`config.mk`:
```
export PLATFORM = sky130hd
export DESIGN_NAME = chunked_message_deframer_unit
export DESIGN_NICKNAME = d
export VERILOG_FILES = /design/src/sv/cmd_pkg.sv /design/src/sv/cmd_cfg_regs.sv /design/src/sv/cmd_in_stage.sv /design/src/sv/cmd_parser.sv /design/src/sv/cmd_out_stage.sv /design/src/sv/chunked_message_deframer_unit.sv
export VERILOG_INCLUDE_DIRS = /design/src /design/src/sv
export SDC_FILE = /design/constraint.sdc
export NUM_CORES = 1
export LEC_CHECK = 0
export ABC_CLOCK_PERIOD_IN_PS = 11700
export BUFFER_PORTS_ARGS = -buffer_cell sky130_fd_sc_hd__buf_2
export CORE_ASPECT_RATIO = 0.5
export CORE_UTILIZATION = 65
export DETAILED_ROUTE_END_ITERATION = 6
export GPL_TIMING_DRIVEN = 1
export PLACE_DENSITY = 0.85
export SLEW_MARGIN = 30
export SYNTH_ARGS = -nofsm -noshare
export SYNTH_HDL_FRONTEND = slang
export SYNTH_SLANG_ARGS = --single-unit
```
`constraint.sdc`:
```
create_clock -name clk_i -period 11.7 [get_ports clk_i]
set_clock_uncertainty 0.2 [all_clocks]
set_input_delay 1.17 -clock clk_i [delete_from_list [all_inputs] [get_ports clk_i]]
set_output_delay 1.17 -clock clk_i [all_outputs]
set_load 0.02 [all_outputs]
```
`src/sv/chunked_message_deframer_unit_macros.svh`:
```
// Assertion macros used by the parser RTL file.
`ifndef CHUNKED_MESSAGE_DEFRAMER_UNIT_MACROS_SVH
`define CHUNKED_MESSAGE_DEFRAMER_UNIT_MACROS_SVH

`ifndef NO_ASSERTIONS
`define CMD_ASSERT(name, prop, msg) \
  name: assert property (@(posedge clk_i) disable iff (!rst_ni) prop) else $error(msg);
`define CMD_ASSERT_ALWAYS(name, prop, msg) \
  name: assert property (@(posedge clk_i) prop) else $error(msg);
`else
`define CMD_ASSERT(name, prop, msg)
`define CMD_ASSERT_ALWAYS(name, prop, msg)
`endif

`endif

```
`src/sv/cmd_pkg.sv`:
```
package cmd_pkg;

  localparam logic [15:0] ChunkLimitReset = 16'd16383;
  localparam logic [23:0] MsgLimitReset   = 24'd1048576;

  typedef enum logic [1:0] {
    KIND_DATA      = 2'd0,
    KIND_END       = 2'd1,
    KIND_CHUNK_BIG = 2'd2,
    KIND_MSG_BIG   = 2'd3
  } kind_e;

  typedef enum logic [0:0] {
    REG_MAX_CHUNK = 1'b0,
    REG_MAX_MSG   = 1'b1
  } reg_idx_e;

  typedef enum logic [3:0] {
    PH_HDR_HI  = 4'b0001,
    PH_HDR_LO  = 4'b0010,
    PH_PAYLOAD = 4'b0100,
    PH_CLOSED  = 4'b1000
  } phase_e;

  typedef struct packed {
    logic [15:0] max_chunk;
    logic [23:0] max_msg;
  } limits_t;

  typedef struct packed {
    logic       en;
    logic [7:0] data;
  } step_t;

  typedef struct packed {
    logic       valid;
    kind_e      kind;
    logic [7:0] data;
  } res_t;

endpackage

```
`src/sv/cmd_cfg_regs.sv`:
```
module cmd_cfg_regs (
  input  logic             clk_i,
  input  logic             rst_ni,
  input  logic             cfg_we_i,
  input  logic [0:0]       cfg_idx_i,
  input  logic [23:0]      cfg_wdata_i,
  output cmd_pkg::limits_t limits_o
);
  import cmd_pkg::*;

  limits_t limits_q;

  always_ff @(posedge clk_i or negedge rst_ni) begin
    if (!rst_ni) begin
      limits_q.max_chunk <= ChunkLimitReset;
      limits_q.max_msg   <= MsgLimitReset;
    end else if (cfg_we_i) begin
      unique case (reg_idx_e'(cfg_idx_i))
        REG_MAX_CHUNK: limits_q.max_chunk <= cfg_wdata_i[15:0];
        REG_MAX_MSG:   limits_q.max_msg   <= cfg_wdata_i;
        default: ;
      endcase
    end
  end

  assign limits_o = limits_q;

endmodule

```
`src/sv/cmd_in_stage.sv`:
```
module cmd_in_stage (
  input  logic           clk_i,
  input  logic           rst_ni,
  input  logic           in_valid_i,
  output logic           in_stall_o,
  input  logic [7:0]     in_byte_i,
  input  logic           out_ready_i,
  output cmd_pkg::step_t step_o
);
  import cmd_pkg::*;

  logic       valid_q;
  logic [7:0] byte_q;
  logic       step_en;
  logic       accept;

  assign step_en    = valid_q && out_ready_i;
  assign in_stall_o = valid_q && !step_en;
  assign accept     = in_valid_i && !in_stall_o;

  always_ff @(posedge clk_i or negedge rst_ni) begin
    if (!rst_ni) begin
      valid_q <= 1'b0;
    end else if (accept) begin
      valid_q <= 1'b1;
    end else if (step_en) begin
      valid_q <= 1'b0;
    end
  end

  always_ff @(posedge clk_i) begin
    if (accept) begin
      byte_q <= in_byte_i;
    end
  end

  assign step_o.en   = step_en;
  assign step_o.data = byte_q;

endmodule

```
`src/sv/cmd_parser.sv`:
```
module cmd_parser (
  input  logic             clk_i,
  input  logic             rst_ni,
  input  cmd_pkg::step_t   step_i,
  input  cmd_pkg::limits_t limits_i,
  output cmd_pkg::res_t    res_o
);
  import cmd_pkg::*;
  `include "chunked_message_deframer_unit_macros.svh"

  phase_e      phase_q, phase_d;
  logic [7:0]  hdr_hi_q, hdr_hi_d;
  logic [15:0] rem_q, rem_d;
  logic [23:0] msg_len_q, msg_len_d;
  logic [15:0] size;
  logic [24:0] sum;
  res_t        res;

  assign size = {hdr_hi_q, step_i.data};
  assign sum  = {1'b0, msg_len_q} + {9'd0, size};

  always_comb begin
    phase_d   = phase_q;
    hdr_hi_d  = hdr_hi_q;
    rem_d     = rem_q;
    msg_len_d = msg_len_q;
    res.valid = 1'b0;
    res.kind  = KIND_DATA;
    res.data  = 8'd0;
    if (step_i.en) begin
      unique case (phase_q)
        PH_HDR_HI: begin
          hdr_hi_d = step_i.data;
          phase_d  = PH_HDR_LO;
        end
        PH_HDR_LO: begin
          if (size == 16'd0) begin
            phase_d = PH_HDR_HI;
            if (msg_len_q != 24'd0) begin
              msg_len_d = 24'd0;
              res.valid = 1'b1;
              res.kind  = KIND_END;
            end
          end else if (size > limits_i.max_chunk) begin
            phase_d   = PH_CLOSED;
            rem_d     = 16'd0;
            msg_len_d = 24'd0;
            res.valid = 1'b1;
            res.kind  = KIND_CHUNK_BIG;
          end else if (sum > {1'b0, limits_i.max_msg}) begin
            phase_d   = PH_CLOSED;
            rem_d     = 16'd0;
            msg_len_d = 24'd0;
            res.valid = 1'b1;
            res.kind  = KIND_MSG_BIG;
          end else begin
            msg_len_d = sum[23:0];
            rem_d     = size;
            phase_d   = PH_PAYLOAD;
          end
        end
        PH_PAYLOAD: begin
          rem_d     = rem_q - 16'd1;
          res.valid = 1'b1;
          res.kind  = KIND_DATA;
          res.data  = step_i.data;
          if (rem_q == 16'd1) begin
            phase_d = PH_HDR_HI;
          end
        end
        PH_CLOSED: ;
        default: phase_d = PH_CLOSED;
      endcase
    end
  end

  always_ff @(posedge clk_i or negedge rst_ni) begin
    if (!rst_ni) begin
      phase_q   <= PH_HDR_HI;
      hdr_hi_q  <= 8'd0;
      rem_q     <= 16'd0;
      msg_len_q <= 24'd0;
    end else begin
      phase_q   <= phase_d;
      hdr_hi_q  <= hdr_hi_d;
      rem_q     <= rem_d;
      msg_len_q <= msg_len_d;
    end
  end

  assign res_o = res;

  `CMD_ASSERT(a_closed_sticks, phase_q == PH_CLOSED |=> phase_q == PH_CLOSED,
              "closed parser reopened")
  `CMD_ASSERT(a_error_closes,
              step_i.en && res.valid && (res.kind == KIND_CHUNK_BIG ||
              res.kind == KIND_MSG_BIG) |=> phase_q == PH_CLOSED && msg_len_q == 24'd0,
              "error did not close the parser")
  `CMD_ASSERT(a_payload_count, phase_q == PH_PAYLOAD |-> rem_q != 16'd0,
              "payload phase with no bytes due")
  `CMD_ASSERT(a_idle_no_result, !step_i.en |-> !res.valid,
              "result without an item")

endmodule

```
`src/sv/cmd_out_stage.sv`:
```
module cmd_out_stage (
  input  logic          clk_i,
  input  logic          rst_ni,
  input  logic          step_en_i,
  input  cmd_pkg::res_t res_i,
  output logic          out_ready_o,
  output logic          out_valid_o,
  input  logic          out_stall_i,
  output logic [1:0]    out_kind_o,
  output logic [7:0]    out_byte_o
);
  import cmd_pkg::*;

  logic       valid_q;
  kind_e      kind_q;
  logic [7:0] byte_q;

  assign out_ready_o = !valid_q || !out_stall_i;

  always_ff @(posedge clk_i or negedge rst_ni) begin
    if (!rst_ni) begin
      valid_q <= 1'b0;
    end else if (step_en_i) begin
      valid_q <= res_i.valid;
    end else if (!out_stall_i) begin
      valid_q <= 1'b0;
    end
  end

  always_ff @(posedge clk_i) begin
    if (step_en_i && res_i.valid) begin
      kind_q <= res_i.kind;
      byte_q <= res_i.data;
    end
  end

  assign out_valid_o = valid_q;
  assign out_kind_o  = kind_q;
  assign out_byte_o  = byte_q;

endmodule

```
`src/sv/chunked_message_deframer_unit.sv`:
```
// Chunked message deframer: takes one stream byte per item and parses two-byte
// big-endian chunk headers, each followed by that many payload bytes, with a zero
// header closing a message. It yields at most one result per item: a payload byte,
// an end of message, or a chunk or message limit error, after which it stays closed
// until reset. It accepts one item per cycle, sustained while the output is not
// stalled; a result is offered from the result register after its item has passed
// the input register and the combinational header and limit check. Limits may be
// rewritten between messages and apply from the next header on.
module chunked_message_deframer_unit (
  input  logic        clk_i,
  input  logic        rst_ni,
  input  logic        cfg_we_i,
  input  logic [0:0]  cfg_idx_i,
  input  logic [23:0] cfg_wdata_i,
  input  logic        in_valid_i,
  output logic        in_stall_o,
  input  logic [7:0]  in_byte_i,
  output logic        out_valid_o,
  input  logic        out_stall_i,
  output logic [1:0]  out_kind_o,
  output logic [7:0]  out_byte_o
);
  import cmd_pkg::*;

  limits_t limits;
  step_t   step;
  res_t    res;
  logic    out_ready;

  cmd_cfg_regs u_cfg (
    .clk_i       (clk_i),
    .rst_ni      (rst_ni),
    .cfg_we_i    (cfg_we_i),
    .cfg_idx_i   (cfg_idx_i),
    .cfg_wdata_i (cfg_wdata_i),
    .limits_o    (limits)
  );

  cmd_in_stage u_in (
    .clk_i       (clk_i),
    .rst_ni      (rst_ni),
    .in_valid_i  (in_valid_i),
    .in_stall_o  (in_stall_o),
    .in_byte_i   (in_byte_i),
    .out_ready_i (out_ready),
    .step_o      (step)
  );

  cmd_parser u_parser (
    .clk_i    (clk_i),
    .rst_ni   (rst_ni),
    .step_i   (step),
    .limits_i (limits),
    .res_o    (res)
  );

  cmd_out_stage u_out (
    .clk_i       (clk_i),
    .rst_ni      (rst_ni),
    .step_en_i   (step.en),
    .res_i       (res),
    .out_ready_o (out_ready),
    .out_valid_o (out_valid_o),
    .out_stall_i (out_stall_i),
    .out_kind_o  (out_kind_o),
    .out_byte_o  (out_byte_o)
  );

endmodule
```
Word level (Yosys, flattened, before mapping)
Index checks and enable logic that the tools add are counted.

storage, ports and cells
  memories kept = 0
  flip-flop bits (word level) = 112
  latch bits = 0
  RAM bits = 0
  output and inout bits = 12
  ROM bits = 0

cells by class
  reduce and logical (&&, ||, !) cells = 20
  mux-type cells = 24
  equal/unequal tests = 9
  div/mod/pow operators = 0
  shift-type cells = 0
  bitwise gates (word level) = 2
  magnitude comparators = 2
  $mul = 0
  add/subtract/negate cells = 2

operators by type and width
  kind                                                  number
  2-to-1 mux 24 bit                                     4
  2-to-1 mux 16 bit                                     3
  case mux 16 bit (2 select lines)                      1
  adder 24 x 16 -> 25 bit                               1
  > comparator 25 x 24 -> 1 bit                         1
  nonzero test 24 bit                                   1
  equality test 16 x 1 -> 1 bit, second input constant  1
  > comparator 16 bit                                   1
  zero test 16 bit                                      1
  2-to-1 mux 4 bit                                      4
  case mux 4 bit (4 select lines)                       1
  subtractor 16 x 1 -> 16 bit, second input constant    1
  2-to-1 mux 3 bit                                      4
  2-to-1 mux 11 bit                                     1
  AND reduction 3 bit                                   3
  2-to-1 mux 8 bit                                      1
  AND reduction 2 bit                                   4
  case mux 3 bit (2 select lines)                       1
  equality test 4 x 1 -> 1 bit, second input constant   1
  equality test 4 x 2 -> 1 bit, second input constant   1
  equality test 4 x 3 -> 1 bit, second input constant   1
  equality test 4 bit, second input constant            1
  logical AND 1 bit                                     4
  zero test 1 bit                                       4
  other kinds (6)                                       13

Longest topological paths before layout
  depth after elaboration = 8
  gate-level depth with buffers = 19
  gate-level depth less buffers = 17

Hierarchy
A second synthesis with hierarchy kept.

unflattened totals
  cell total of the unflattened synthesis = 669
  area total of the unflattened synthesis = 6989.2 um2

modules (own cells, without submodules)
  module         times used  seq. area each (um2)  cells each  area each (um2)
  cmd_parser     1           1302.5                554         4675.7
  cmd_cfg_regs   1           1019.7                86          1656.6
  cmd_out_stage  1           325.3                 14          345.3
  cmd_in_stage   1           265.3                 15          311.5

Worst setup path before layout
Ideal clock, no wire load.

  path kind = reg2reg
  start point = reg u_in.byte_q[5]
  end point = reg u_out.byte_q[0] (netlist: u_out.out_byte_o[0]) (enable)
  stages on the path, launching flop included = 15
  arrival = 3.758 ns
  path slack = 7.427 ns
  path through = edfxtp_1 > ha_1 > a21o_1 > or3_1 > o22a_2 > a31o_4 > and3_1 > xor2_1 > ha_1 > nand4_1 > nor4_1 > a32oi_1 > a2111oi_4 > a21o_1 > nand2_1

between the ends
  longest elaborated chain between the ends = 8

RTL lines
  element                            line                 source
  start: declaration                 cmd_in_stage.sv:13   logic [7:0] byte_q;
  start signal: assignment           cmd_in_stage.sv:33   byte_q <= in_byte_i;
  adder 24 x 16 -> 25 bit            cmd_parser.sv:20     assign sum = {1'b0, msg_len_q} + {9'd0, size};
  > comparator 25 x 24 -> 1 bit      cmd_parser.sv:50     end else if (sum > {1'b0, limits_i.max_msg}) begin
  2-to-1 mux 3 bit                   cmd_parser.sv:50
  2-to-1 mux 3 bit                   cmd_parser.sv:44     end else if (size > limits_i.max_chunk) begin
  2-to-1 mux 3 bit *                 cmd_parser.sv:37     if (size == 16'd0) begin
  case mux 3 bit (2 select lines) *  cmd_parser.sv:31     unique case (phase_q)
  2-to-1 mux 11 bit *                cmd_parser.sv:30     if (step_i.en) begin
  logical AND 1 bit *                cmd_out_stage.sv:31  if (step_en_i && res_i.valid) begin
  end signal: assignment             cmd_out_stage.sv:33  byte_q <= res_i.data;
  end: declaration                   cmd_out_stage.sv:16  logic [7:0] byte_q;

Every way passes the cells marked *; elsewhere a longest branch is shown, timed or not.
A chain may end at the register's enable or synchronous reset.

Worst setup path in the final report
  start point = reg u_in.byte_q[2]
  end point = reg u_parser.msg_len_q[11]

between the ends
  longest elaborated chain between the ends = 5

RTL lines
  element                        line              source
  adder 24 x 16 -> 25 bit        cmd_parser.sv:20
  > comparator 25 x 24 -> 1 bit  cmd_parser.sv:50
  2-to-1 mux 24 bit              cmd_parser.sv:50
  2-to-1 mux 24 bit              cmd_parser.sv:44
  2-to-1 mux 24 bit              cmd_parser.sv:37
  end signal: assignment         cmd_parser.sv:87  msg_len_q <= msg_len_d;
  end: declaration               cmd_parser.sv:14  logic [23:0] msg_len_q, msg_len_d;

Parallel ways exist; a longest one is shown, timed or not.

==> metrics.txt <==
status finished clean; Ys Warns 0; pwr/cell area 159 nW/µm²; startpoint types flip-flop; Async SR Flop Fraction 83.9%; f_max 163 MHz; Detailed Routing Iterations Pass 1 5; Core Util, Final 75.4%; Crit-path slowest cell a2111oi_4; Routed WL 16500 µm; r2r startpoint u_in.byte_q[2]; Synth Area in Adders 11.3%; vias 5375; post-detail-place hpwl 12000 µm; All-Layer GR Usage 33.4%; Max Slew Vio Count 0; post-synthesis mux area share 5.29%; Setup Crit Path Kind reg -> reg; clock root cell clkbuf_16; Post-Synthesis Cells 655; CTS sink cnt 112; post-synthesis compound-gate area fraction 18.3%; Hold Crit Start u_cfg.limits_o[16]; largest family of logic cells by synthesized area compound AO/OA/AOI/OAI gates; Starting Density 68.5%; largest net degree at the start of global routing 69; Most used DFF post-synth dfrtp_1; die height 73.2 µm; RSZ-0062 raised after global routing no; Avg WL per Cell 19.7 µm; final cell count without fillers 838; crit-path cells ha_1 > o21ai_0 > o21ai_0 > nand4_1 > a211oi_1 > o21ai_0 > xnor2_1 > ha_1 > nand4_1 > nor4_1 > a32oi_1 > a2111oi_4 > and2_2 > a22o_1; Lkg Pwr 3.46 nW; io pins 50; core area 9630 µm²; peak supply drop 0.0879 mV; syn_nets 752; Post-CTS Setup Inserts 0; FF+latch count, synth 112; Resize count post-CTS 0; number of inserted diodes 0; Die X 144 µm; setup TNS 0 ns; gpl congestion 0.942; Fin. Hold Viols 0; crit-path max cell delay 0.86 ns; Clock H-tree levels 3; Max Cap Viol 0; DP Area 6950 µm²; post-synthesis xor/xnor area fraction 3.05%; Syn Area/Cell 10.1 µm²; Hold Crit Class reg -> reg; layout cells sized above 1 17.8%; placed cell count 822; latest clock arrival within the worst-skew pair 0.36 ns; initial antenna violation count 0; Synth Area in Simple Gates 13.0%; worst path required time 11.78 ns; I/O Buffers 49; DRC 0; final net count 795; row cnt 25; Critical Path AT 6.22 ns; CTS tree done; DIE AREA 10600 µm²; Slew @ Worst Pin 0.948 ns; final instance area 7260 µm²; vias in the first global route 4907; setup violators final 0; most frequent CP cell o21ai_0; Worst setup EP type flip-flop; fin crit share 52.5%; synthesized area 6600 µm²; Worst Setup Slack, final 5.56 ns; post-route ant nets 0; DRT iter0 DRCs 603; CTS buffer count 9; DP Worst Slack 5.80 ns; Setup crit start u_in.byte_q[2]; growth of design area from synthesis to finish 10.1%; Hold-fix buffers, CTS 0; Max FO, Critical Path 26; first-pass GRT wire length 25900 µm; Slew headroom 36.7%; CTS Buffer Depth 2; vias per cell 6.41; Worst-path clk slew 0.08 ns; sequential area share after synthesis 44.2%; Synth cell types 60; Pwr Total 1.15 mW; Post-synth EDFFs 18; total congestion overflow 0; post-layout minimum cycle time 6.14 ns; Min Hold Slack 0.310 ns
cells by family (layout without fill, tap and decap cells):
| kind of cell | after synthesis | count (layout) |
|---|---|---|
| and+or+nand+nor | 170 | 170 |
| xor gates and xnor gates | 23 | 23 |
| DFF | 112 | 112 |
| buffers and inverters | 80 | 128 |
| AOI/OAI and AO/OA | 180 | 180 |
| adders and majority gates | 59 | 59 |
| muxes | 31 | 31 |
layout make-up:
cell class,count,area (µm²)
multi-input combinational,463,3390
sequential,112,2910
fill,703,2370
timing repair buffer,52,274
clock buffer,9,225
inverter,60,225
tap,135,169
clock inverter,7,67.6
worst paths after layout:
| check | to | slack [ns] | cells past startpoint |
|---|---|---|---|
| worst max-delay path | u_parser.msg_len_q[11] | 5.56 | 14 |
| worst min-delay path | u_cfg.limits_o[16] | 0.31 | 1 |
| worst min register to register | u_cfg.limits_o[16] | 0.31 | 1 |
| min in group asynchronous | u_cfg.limits_o[12] | 0.51 | 1 |
| max in group asynchronous | u_parser.rem_q[7] | 9.87 | 2 |
| worst max register to register | u_parser.msg_len_q[11] | 5.56 | 14 |
power breakdown:
part / switching [mW] / internal [mW]
clock: 0.156 / 0.149
sequential: 0.0660 / 0.456
combinational: 0.189 / 0.136
total: 0.411 / 0.742
flip-flops by register name (all words and copies together), names as in the netlist:
| register | flops |
|---|---|
| u_out.out_valid_o | 1 |
| u_parser.rem_q | 16 |
| u_in.byte_q | 8 |
| u_parser.msg_len_q | 24 |
| u_cfg.limits_o | 40 |
| u_in.valid_q | 1 |
| u_parser.hdr_hi_q | 8 |
| u_out.out_kind_o | 2 |
| u_parser.phase_q | 4 |
| u_out.out_byte_o | 8 |
layout by cell type (no fill, tap or decap), drive strengths merged, types with 9 or more instances in the layout:
| master | count |
|---|---|
| a21o | 13 |
| a21oi | 37 |
| a22o | 17 |
| a31oi | 11 |
| and3 | 12 |
| buf | 52 |
| clkbuf | 9 |
| dfrtp | 78 |
| dfstp | 16 |
| edfxtp | 18 |
| ha | 58 |
| inv | 62 |
| mux2 | 31 |
| nand2 | 49 |
| nand3 | 19 |
| nand4 | 11 |
| nor2 | 27 |
| nor4 | 17 |
| o21ai | 50 |
| xnor2 | 16 |
critical path: cells and delay by family, from the launching register on:
family,cells,cell delay (ns)
xor+xnor,1,0.20
compound gates,7,2.67
fa+ha+maj,2,0.75
simple gates,4,1.67
flops,1,0.55
cells in the mapped netlist, types with 5 or more instances:
library cell / instances / area [µm²]
a211oi_1: 8 / 60.1
a21o_1: 13 / 97.6
a21oi_1: 37 / 185
a22o_1: 17 / 149
a31oi_1: 11 / 68.8
and3_1: 12 / 75.1
clkbuf_1: 15 / 56.3
dfrtp_1: 78 / 1950
dfstp_2: 16 / 420
edfxtp_1: 18 / 541
ha_1: 58 / 726
inv_1: 60 / 225
mux2_2: 31 / 349
nand2_1: 49 / 184
nand2b_1: 7 / 43.8
nand3_1: 19 / 95.1
nand4_1: 11 / 68.8
nor2_1: 27 / 101
nor2b_1: 8 / 50.1
nor3_1: 5 / 25.0
nor4_1: 17 / 106
o21ai_0: 50 / 250
xnor2_1: 16 / 140
xor2_1: 7 / 61.3
layer usage:
metal	vias up	global-route usage [%]	part of all wire, %
met2	284	49.4	43
met1	2573	49.1	45
met3	31	8.40	10
met5	-	0	0
met4	0	8.65	1.8
li1	2487	-	-
(Power assumes the default switching activity.)
